<file path="src/hw/rtl/pidfx_pkg.sv">
// ----------------------------------------------------------------------------
// PID controller package
// Widths, register indexes and reset values shared by the controller files.
// ----------------------------------------------------------------------------
package pidfx_pkg;

  localparam int DATA_W            = 16;
  localparam int TIME_W            = 32;
  localparam int CFG_IDX_W         = 3;
  localparam int FRACTION_BITS_DEF = 16;
  localparam int MS_PER_S          = 1000;

  typedef enum logic [CFG_IDX_W-1:0] {
    REG_SETPOINT,
    REG_GAIN_P,
    REG_GAIN_I,
    REG_GAIN_D,
    REG_PERIOD,
    REG_LIMIT_LOW,
    REG_LIMIT_HIGH
  } cfg_reg_e;

  localparam logic        [DATA_W-1:0] PERIOD_RST     = 16'd100;
  localparam logic signed [DATA_W-1:0] LIMIT_LOW_RST  = 16'sd0;
  localparam logic signed [DATA_W-1:0] LIMIT_HIGH_RST = 16'sd255;

endpackage

</file>
<file path="src/hw/rtl/pid_controller_fixed_point.sv">
// ----------------------------------------------------------------------------
// Fixed-point PID controller
// PID loop with integral and output clamps, built from bit-serial
// multipliers and bit-serial dividers that work one bit per clock.
// ----------------------------------------------------------------------------
//  Channel  Direction  Signals
//  in       sink       in_valid_i, in_ready_o, measurement_i, now_ms_i, restart_i
//  out      source     out_valid_o, out_ready_i, control_value_o, updated_o
//  cfg      sink       cfg_valid_i, cfg_ready_o, cfg_index_i, cfg_data_i
//
// A restart request or a request before the sample period has elapsed goes
// from S_CHECK straight to S_DONE. An update runs the gain products, then the
// product with the elapsed time and then the two dividers, which run side by
// side one quotient bit a cycle. One request is worked on at a time; the next
// is taken while a result waits in the output register. Reset clears the
// control state and the output and loads the register defaults; the datapath
// registers are not reset. The configuration port is always ready.
// ----------------------------------------------------------------------------
module pid_controller_fixed_point #(
  parameter int FRACTION_BITS = pidfx_pkg::FRACTION_BITS_DEF
) (
  input  logic                                clk_i,
  input  logic                                rst_ni,
  input  logic                                in_valid_i,
  output logic                                in_ready_o,
  input  logic signed [pidfx_pkg::DATA_W-1:0] measurement_i,
  input  logic        [pidfx_pkg::TIME_W-1:0] now_ms_i,
  input  logic                                restart_i,
  output logic                                out_valid_o,
  input  logic                                out_ready_i,
  output logic signed [pidfx_pkg::DATA_W-1:0] control_value_o,
  output logic                                updated_o,
  input  logic                                cfg_valid_i,
  output logic                                cfg_ready_o,
  input  logic     [pidfx_pkg::CFG_IDX_W-1:0] cfg_index_i,
  input  logic        [pidfx_pkg::DATA_W-1:0] cfg_data_i
);

  localparam int DW       = pidfx_pkg::DATA_W;
  localparam int TW       = pidfx_pkg::TIME_W;
  localparam int QS       = FRACTION_BITS - 8;
  localparam int NUM_BITS = 2 * TW + QS;
  localparam int QI_W     = FRACTION_BITS + 18;
  localparam int QD_W     = FRACTION_BITS + 35;
  localparam int INT_W    = FRACTION_BITS + 18;
  localparam int ITMP_W   = FRACTION_BITS + 19;
  localparam int SUM_W    = FRACTION_BITS + 38;
  localparam int CNT_W    = $clog2(NUM_BITS);

  localparam logic [CNT_W-1:0] MUL1_LAST = CNT_W'(DW - 1);
  localparam logic [CNT_W-1:0] MUL2_LAST = CNT_W'(TW - 1);
  localparam logic [CNT_W-1:0] DIV_LAST  = CNT_W'(NUM_BITS - 1);
  localparam logic [10:0]      MS_DIV    = 11'(pidfx_pkg::MS_PER_S);
  localparam logic [QI_W-1:0]  STEP_CAP  = QI_W'(1) << (FRACTION_BITS + 17);

  localparam logic [3:0] S_IDLE  = 4'd0;
  localparam logic [3:0] S_CHECK = 4'd1;
  localparam logic [3:0] S_MUL1  = 4'd2;
  localparam logic [3:0] S_MUL2  = 4'd3;
  localparam logic [3:0] S_DIV   = 4'd4;
  localparam logic [3:0] S_INT   = 4'd5;
  localparam logic [3:0] S_CLI   = 4'd6;
  localparam logic [3:0] S_SUM   = 4'd7;
  localparam logic [3:0] S_CLS   = 4'd8;
  localparam logic [3:0] S_OUT   = 4'd9;
  localparam logic [3:0] S_DONE  = 4'd10;

  logic [3:0] state_q, state_d;
  logic [CNT_W-1:0] cnt_q, cnt_d;

  logic signed [DW-1:0] setpoint_q, limit_low_q, limit_high_q;
  logic        [DW-1:0] gain_p_q, gain_i_q, gain_d_q, period_q;

  logic [TW-1:0] last_q, last_d;
  logic signed [16:0] prev_q, prev_d;
  logic signed [INT_W-1:0] integ_q, integ_d;
  logic signed [DW-1:0] held_q, held_d;
  logic upd_q, upd_d;

  logic signed [DW-1:0] meas_q, meas_d;
  logic restart_q, restart_d;
  logic [TW-1:0] now_q, now_d, dt_q, dt_d;
  logic err_neg_q, err_neg_d, diff_neg_q, diff_neg_d;
  logic [15:0] errm_q, errm_d;
  logic [16:0] diffm_q, diffm_d;

  logic [31:0] mulp_q, mulp_d, muli_q, muli_d;
  logic [32:0] muld_q, muld_d;
  logic [63:0] mula_q, mula_d;
  logic [64:0] mulb_q, mulb_d;

  logic [9:0]      remi_q, remi_d;
  logic [TW-1:0]   remd_q, remd_d;
  logic [QI_W-1:0] qi_q, qi_d;
  logic            ovf_q, ovf_d;
  logic [QD_W-1:0] qd_q, qd_d;

  logic signed [ITMP_W-1:0] itmp_q, itmp_d;
  logic signed [SUM_W-1:0]  sum_q, sum_d;

  logic out_valid_q, out_valid_d, out_upd_q, out_upd_d;
  logic signed [DW-1:0] out_value_q, out_value_d;

  logic [16:0] step_p, step_i;
  logic [17:0] step_dm;
  logic [32:0] step_a;
  logic [33:0] step_b;

  logic signed [16:0] err;
  logic signed [17:0] diff;
  logic [DW-1:0] period_eff;
  logic [10:0] trial_i;
  logic [TW:0] trial_d;
  logic ge_i, ge_d;
  logic [QI_W-1:0] step_val;
  logic signed [ITMP_W-1:0] lo_i, hi_i;
  logic signed [SUM_W-1:0] lo_s, hi_s, p_w, d_w, integ_w, rnd_w, adj_w;

  assign in_ready_o      = (state_q == S_IDLE);
  assign cfg_ready_o     = 1'b1;
  assign out_valid_o     = out_valid_q;
  assign control_value_o = out_value_q;
  assign updated_o       = out_upd_q;

  // Shift-add multiplier steps: multiplier in the low half, LSB first.
  assign step_p  = {1'b0, mulp_q[31:16]} + (mulp_q[0] ? {1'b0, errm_q} : 17'd0);
  assign step_i  = {1'b0, muli_q[31:16]} + (muli_q[0] ? {1'b0, errm_q} : 17'd0);
  assign step_dm = {1'b0, muld_q[32:16]} + (muld_q[0] ? {1'b0, diffm_q} : 18'd0);
  assign step_a  = {1'b0, mula_q[63:32]} + (mula_q[0] ? {1'b0, muli_q} : 33'd0);
  assign step_b  = {1'b0, mulb_q[64:32]} + (mulb_q[0] ? {1'b0, muld_q} : 34'd0);

  assign err        = {setpoint_q[DW-1], setpoint_q} - {meas_q[DW-1], meas_q};
  assign diff       = {err[16], err} - {prev_q[16], prev_q};
  assign period_eff = (period_q == '0) ? DW'(1) : period_q;

  // Restoring division steps, one quotient bit per cycle.
  assign trial_i = {remi_q, mula_q[63]};
  assign ge_i    = (trial_i >= MS_DIV);
  assign trial_d = {remd_q, mulb_q[63]};
  assign ge_d    = (trial_d >= {1'b0, dt_q});

  assign step_val = (ovf_q || (qi_q[QI_W-1] && (|qi_q[QI_W-2:0]))) ? STEP_CAP : qi_q;

  assign lo_i    = ITMP_W'(limit_low_q) <<< FRACTION_BITS;
  assign hi_i    = ITMP_W'(limit_high_q) <<< FRACTION_BITS;
  assign lo_s    = SUM_W'(limit_low_q) <<< FRACTION_BITS;
  assign hi_s    = SUM_W'(limit_high_q) <<< FRACTION_BITS;
  assign p_w     = $signed(SUM_W'(mulp_q) << QS);
  assign d_w     = $signed(SUM_W'(qd_q));
  assign integ_w = SUM_W'(integ_q);
  assign rnd_w   = $signed({{(SUM_W - FRACTION_BITS){1'b0}}, {FRACTION_BITS{1'b1}}});
  assign adj_w   = sum_q + (sum_q[SUM_W-1] ? rnd_w : '0);

  always_comb begin
    state_d     = state_q;
    cnt_d       = cnt_q;
    last_d      = last_q;
    prev_d      = prev_q;
    integ_d     = integ_q;
    held_d      = held_q;
    upd_d       = upd_q;
    meas_d      = meas_q;
    restart_d   = restart_q;
    now_d       = now_q;
    dt_d        = dt_q;
    err_neg_d   = err_neg_q;
    diff_neg_d  = diff_neg_q;
    errm_d      = errm_q;
    diffm_d     = diffm_q;
    mulp_d      = mulp_q;
    muli_d      = muli_q;
    muld_d      = muld_q;
    mula_d      = mula_q;
    mulb_d      = mulb_q;
    remi_d      = remi_q;
    remd_d      = remd_q;
    qi_d        = qi_q;
    ovf_d       = ovf_q;
    qd_d        = qd_q;
    itmp_d      = itmp_q;
    sum_d       = sum_q;
    out_valid_d = out_valid_q && !out_ready_i;
    out_value_d = out_value_q;
    out_upd_d   = out_upd_q;

    unique case (state_q)
      S_IDLE: begin
        if (in_valid_i) begin
          meas_d    = measurement_i;
          restart_d = restart_i;
          now_d     = now_ms_i;
          dt_d      = now_ms_i - last_q;
          state_d   = S_CHECK;
        end
      end
      S_CHECK: begin
        upd_d = 1'b0;
        if (restart_q) begin
          prev_d  = '0;
          integ_d = '0;
          held_d  = '0;
          last_d  = now_q;
          state_d = S_DONE;
        end else if (dt_q >= TW'(period_eff)) begin
          err_neg_d  = err[16];
          diff_neg_d = diff[17];
          errm_d     = err[16] ? 16'(-err) : err[15:0];
          diffm_d    = diff[17] ? 17'(-diff) : diff[16:0];
          mulp_d     = {16'd0, gain_p_q};
          muli_d     = {16'd0, gain_i_q};
          muld_d     = {17'd0, gain_d_q};
          prev_d     = err;
          last_d     = now_q;
          cnt_d      = MUL1_LAST;
          state_d    = S_MUL1;
        end else begin
          state_d = S_DONE;
        end
      end
      S_MUL1: begin
        mulp_d = {step_p, mulp_q[15:1]};
        muli_d = {step_i, muli_q[15:1]};
        muld_d = {step_dm, muld_q[15:1]};
        cnt_d  = cnt_q - 1'b1;
        if (cnt_q == '0) begin
          mula_d  = {32'd0, dt_q};
          mulb_d  = {33'd0, 32'(pidfx_pkg::MS_PER_S)};
          cnt_d   = MUL2_LAST;
          state_d = S_MUL2;
        end
      end
      S_MUL2: begin
        mula_d = {step_a, mula_q[31:1]};
        mulb_d = {step_b, mulb_q[31:1]};
        cnt_d  = cnt_q - 1'b1;
        if (cnt_q == '0) begin
          remi_d  = '0;
          remd_d  = '0;
          qi_d    = '0;
          ovf_d   = 1'b0;
          qd_d    = '0;
          cnt_d   = DIV_LAST;
          state_d = S_DIV;
        end
      end
      S_DIV: begin
        mula_d = {mula_q[62:0], 1'b0};
        mulb_d = {mulb_q[64], mulb_q[62:0], 1'b0};
        remi_d = ge_i ? 10'(trial_i - MS_DIV) : trial_i[9:0];
        remd_d = ge_d ? TW'(trial_d - {1'b0, dt_q}) : trial_d[TW-1:0];
        qi_d   = {qi_q[QI_W-2:0], ge_i};
        ovf_d  = ovf_q | qi_q[QI_W-1];
        qd_d   = {qd_q[QD_W-2:0], ge_d};
        cnt_d  = cnt_q - 1'b1;
        if (cnt_q == '0) begin
          state_d = S_INT;
        end
      end
      S_INT: begin
        itmp_d  = err_neg_q ? ITMP_W'(integ_q) - $signed(ITMP_W'(step_val))
                            : ITMP_W'(integ_q) + $signed(ITMP_W'(step_val));
        sum_d   = err_neg_q ? -p_w : p_w;
        state_d = S_CLI;
      end
      S_CLI: begin
        priority if (itmp_q > hi_i) begin
          integ_d = INT_W'(hi_i);
        end else if (itmp_q < lo_i) begin
          integ_d = INT_W'(lo_i);
        end else begin
          integ_d = INT_W'(itmp_q);
        end
        sum_d   = diff_neg_q ? sum_q - d_w : sum_q + d_w;
        state_d = S_SUM;
      end
      S_SUM: begin
        sum_d   = sum_q + integ_w;
        state_d = S_CLS;
      end
      S_CLS: begin
        priority if (sum_q > hi_s) begin
          sum_d = hi_s;
        end else if (sum_q < lo_s) begin
          sum_d = lo_s;
        end else begin
          sum_d = sum_q;
        end
        state_d = S_OUT;
      end
      S_OUT: begin
        held_d  = adj_w[FRACTION_BITS+DW-1:FRACTION_BITS];
        upd_d   = 1'b1;
        state_d = S_DONE;
      end
      S_DONE: begin
        if (!out_valid_q || out_ready_i) begin
          out_valid_d = 1'b1;
          out_value_d = held_q;
          out_upd_d   = upd_q;
          state_d     = S_IDLE;
        end
      end
      default: begin
        state_d = S_IDLE;
      end
    endcase
  end

  always_ff @(posedge clk_i or negedge rst_ni) begin
    if (!rst_ni) begin
      state_q      <= S_IDLE;
      cnt_q        <= '0;
      setpoint_q   <= '0;
      gain_p_q     <= '0;
      gain_i_q     <= '0;
      gain_d_q     <= '0;
      period_q     <= pidfx_pkg::PERIOD_RST;
      limit_low_q  <= pidfx_pkg::LIMIT_LOW_RST;
      limit_high_q <= pidfx_pkg::LIMIT_HIGH_RST;
      last_q       <= '0;
      prev_q       <= '0;
      integ_q      <= '0;
      held_q       <= '0;
      upd_q        <= 1'b0;
      out_valid_q  <= 1'b0;
      out_upd_q    <= 1'b0;
      out_value_q  <= '0;
    end else begin
      state_q     <= state_d;
      cnt_q       <= cnt_d;
      last_q      <= last_d;
      prev_q      <= prev_d;
      integ_q     <= integ_d;
      held_q      <= held_d;
      upd_q       <= upd_d;
      out_valid_q <= out_valid_d;
      out_upd_q   <= out_upd_d;
      out_value_q <= out_value_d;
      if (cfg_valid_i) begin
        unique case (cfg_index_i)
          pidfx_pkg::REG_SETPOINT:   setpoint_q   <= $signed(cfg_data_i);
          pidfx_pkg::REG_GAIN_P:     gain_p_q     <= cfg_data_i;
          pidfx_pkg::REG_GAIN_I:     gain_i_q     <= cfg_data_i;
          pidfx_pkg::REG_GAIN_D:     gain_d_q     <= cfg_data_i;
          pidfx_pkg::REG_PERIOD:     period_q     <= cfg_data_i;
          pidfx_pkg::REG_LIMIT_LOW:  limit_low_q  <= $signed(cfg_data_i);
          pidfx_pkg::REG_LIMIT_HIGH: limit_high_q <= $signed(cfg_data_i);
          default: begin
          end
        endcase
      end
    end
  end

  always_ff @(posedge clk_i) begin
    meas_q     <= meas_d;
    restart_q  <= restart_d;
    now_q      <= now_d;
    dt_q       <= dt_d;
    err_neg_q  <= err_neg_d;
    diff_neg_q <= diff_neg_d;
    errm_q     <= errm_d;
    diffm_q    <= diffm_d;
    mulp_q     <= mulp_d;
    muli_q     <= muli_d;
    muld_q     <= muld_d;
    mula_q     <= mula_d;
    mulb_q     <= mulb_d;
    remi_q     <= remi_d;
    remd_q     <= remd_d;
    qi_q       <= qi_d;
    ovf_q      <= ovf_d;
    qd_q       <= qd_d;
    itmp_q     <= itmp_d;
    sum_q      <= sum_d;
  end

endmodule

</file>
<file path="config.mk">
export PLATFORM = sky130hd
export DESIGN_NAME = pid_controller_fixed_point
export DESIGN_NICKNAME = d
export VERILOG_FILES = /design/src/hw/rtl/pidfx_pkg.sv /design/src/hw/rtl/pid_controller_fixed_point.sv
export SDC_FILE = /design/constraint.sdc
export NUM_CORES = 2
export LEC_CHECK = 0
export BUFFER_PORTS_ARGS = -buffer_cell sky130_fd_sc_hd__buf_2
export CAP_MARGIN = 10
export CORE_ASPECT_RATIO = 0.5
export CORE_MARGIN = 2
export CORE_UTILIZATION = 55
export CTS_CLUSTER_SIZE = 12
export DETAILED_ROUTE_END_ITERATION = 8
export GPL_ROUTABILITY_DRIVEN = 0
export GPL_TIMING_DRIVEN = 0
export PLACE_DENSITY = 0.71
export SETUP_SLACK_MARGIN = 0.02
export SLEW_MARGIN = 0
export SYNTH_ARGS = -nofsm -noshare
export SYNTH_HDL_FRONTEND = slang
export SYNTH_SLANG_ARGS = --single-unit
export TNS_END_PERCENT = 20
</file>
<file path="constraint.sdc">
create_clock -name clk_i -period 9.6 [get_ports clk_i]
set_clock_uncertainty 0.1 [all_clocks]
set_input_delay 0.48 -clock clk_i [delete_from_list [all_inputs] [get_ports clk_i]]
set_output_delay 0.48 -clock clk_i [all_outputs]
set_load 0.005 [all_outputs]
</file>
==> impl_metrics.ini <==
[run_status]
outcome = finished, final reports clean

[synth]
synth_common_cells = edfxtp_1 (559), nand2_1 (542), ha_1 (451)
synth_area_leaders = edfxtp_1 (31%), dfrtp_1 (11%), ha_1 (10%)
synth_area_um2 = 54600
netlist_instances = 5587
synth_fp_nets = 6122
synth.avg_cell_area_um2 = 9.77
synth_edf_count = 559
ys_seq_area_frac = 0.418
yosys_warnings = 0
yosysUniqueCellTypes = 106
async_flop_share = 0.301
ys.flop_type = edfxtp_1
synth.top_cell.area_share = 0.307
yosysTopAreaCell = edfxtp_1
synth_seq_cells = 800
yosysMostFrequentCell = edfxtp_1

[clock_network]
cts_num_sinks = 800
numCtsBuffers = 81
cts_tree = yes
path_clk_slew_ns = 0.07
clock-root-buffer = clkbuf_16
postCtsSetupBuffers = 0
cts_max_level = 3
clock_latency_ns = 0.71
clk_path_buf_depth = 3

[power]
leakage_nw = 26.7
peakVddDrop_mv = 0.144
powerDensity_nw_per_um2 = 140

[sta]
maxSlewViolCount = 0
fin_crit_ns = 8.69
tns_ns = 0
min_period_over_period = 0.905
hold_viol = 0
max_slew_margin = 0.0609
rsz0062_at_grt = no
finalSetupViolCount = 0
holdWs_ns = 0.128
final.setup.worst_slack_ns = 0.909
clock.fmax_mhz = 115
worst_pin_slew_ns = 1.39

[setup_path]
path_class = reg2reg
max_stage_delay_ns = 0.67
critPathMostFrequentCell = a21oi_1
cp_max_fo = 10
r2r-end = itmp_q[34]
endpoint_kind = flip-flop
cp.required_ns = 9.96
r2r_start = qi_q[20]
worstPathArrival_ns = 9.05
r2r_slack_ns = 0.91
reg2reg_depth = 28
critPathSlowestCell = nor4_1
startpoint_type = flip-flop

[routing]
routed_via_density = 6.27
post_drt_wl_per_cell_um = 22.0
route.detailed.drc = 0
drt_wl_total_um = 159000
first_iter_violations = 4793
dr_total_vias = 45300
firstDrtPassIters = 6
ant_nets = 0

[die]
start_util = 0.557
core_area_um2 = 98000
io_pins = 93
dieWidth_um = 450
row_count = 81
die_height_um = 227
die_area_um2 = 102000

[cells_and_area]
multi_input_area_um2 = 30000
fin_util = 0.616
seq_area_um2 = 22800
drive_gt1_frac = 0.0832
fill_cells = 7995
fin_nets = 6369
diodes = 0
syn_to_final_growth_pct = 10.6
finalNonFillerCells = 7230

[placed_design]
portBuffers = 89
dp.final_hpwl_um = 119000
post-place-ws_ns = 1.23
placed_cells = 7028

[flow_run]
maxCapViolCount = 0

[grt]
grt_first_pass_wirelength_um = 246000
overflow = 0
grt_max_degree = 87
grt_use_total = 0.308
grt_pass1_vias = 43900
grt_antenna_before_repair = 8

[hold_path]
whs_endpoint = period_q[5]
hold_path_startpoint = cfg_data_i[5]
hold_depth = 3
hold_class = in2reg
-- worst max-delay path by stage --
stage | from | end | slack [ns] | cells past startpoint
4_1_cts | qi_q[18] | itmp_q[34] | 1.20 | 28
3_3_place_gp | state_q[1] | qd_q[48] | -3.60 | 5
2_1_floorplan | cnt_q[0] | mula_q[0] | 0.85 | 7
6_report | qi_q[20] | itmp_q[34] | 0.91 | 28
5_1_grt | qi_q[18] | itmp_q[34] | 0.38 | 28
3_5_place_dp | qi_q[2] | itmp_q[34] | 1.23 | 28
-- final cells by class --
type / instances / share of cell area
plain buffers: 199 / 0.0142
clock buffers: 137 / 0.0396
clock inverters: 14 / 0.00284
inverters: 277 / 0.0172
multi-input cells: 4311 / 0.496
flip-flops and latches: 800 / 0.378
well taps: 1328 / 0.0275
repair buffers: 164 / 0.0242
-- critical path, delay by kind of cell (launching register included) --
family,cells,cell delay (ns)
flip-flops,1,0.49
buffers and inverters,3,1.47
XOR/XNOR,1,0.08
AND/OR/NAND/NOR,10,2.59
adder cells (fa/ha/maj),2,0.64
AO/OA/AOI/OAI,12,3.07
-- repair_timing --
action / in CTS / in global routing
hold endpoints to repair: 122 / 0
gates resized for setup: 0 / 0
hold buffers: 51 / 0
-- cell usage in the layout (no fill, tap or decap), types with 22 or more instances in the layout --
master	n
edfxtp_1	559
nand2_1	541
ha_1	451
nor2_1	405
o21ai_0	368
a21oi_1	348
inv_1	277
xnor2_1	244
dfrtp_1	230
clkbuf_1	215
xor2_1	163
a21o_1	157
mux2_2	147
and2_1	133
and3_1	125
buf_2	97
nor3_1	96
clkbuf_16	84
nand3_1	81
nor2b_1	71
nand2b_1	64
a22o_1	63
a22oi_1	60
mux2i_1	53
nor4_1	53
o21a_1	51
dlygate4sd3_1	51
nand4_1	50
a211oi_1	47
a31oi_1	44
o31ai_1	39
or3_1	27
or2_2	27
o21bai_1	25
o221ai_1	25
a21boi_0	24
or4_1	24
o211ai_1	22
-- cells by family (layout without fill, tap and decap cells) --
logic type	count (synthesis)	after routing	share of synthesized area
adders and majority gates	462	462	0.107
and+or+nand+nor	1803	1803	0.164
other	1	1	0.0000687
buffers and inverters	476	791	0.0347
DFF	800	800	0.418
AOI/OAI and AO/OA	1438	1438	0.170
muxes	200	200	0.0400
xor gates and xnor gates	407	407	0.0653
-- through the flow --
stage	total power [mW]	cell area, um2
CTS	8.49	60400
detailed placement	5.30	57300
finish	8.48	60400
global route	8.80	60400
floorplan	4.92	54600
global placement	5.25	56700
-- report_power, final --
part / switching, mW / internal [mW] / leakage [nW]
Sequential: 0.0773 / 3.84 / 8.89
Clock: 1.43 / 1.76 / 1.24
Combinational: 0.810 / 0.562 / 16.5
Total: 2.32 / 6.16 / 26.7
-- metal layers --
metal / track usage / routed length [um]
met5: 0 / 16
met1: 0.421 / 68100
met2: 0.485 / 70300
met3: 0.0494 / 13000
met4: 0.135 / 7480
-- sequential cells by signal, summed over array words and instances, names as in the netlist, 17 cells and up --
signal / flops
qi_q: 34
last_q: 32
mulp_q: 32
qd_q: 51
prev_q: 17
sum_q: 54
integ_q: 34
diffm_q: 17
mulb_q: 65
muld_q: 33
dt_q: 32
mula_q: 64
remd_q: 32
now_q: 32
muli_q: 32
itmp_q: 35
Note: power is estimated with default switching activity, not from simulation.
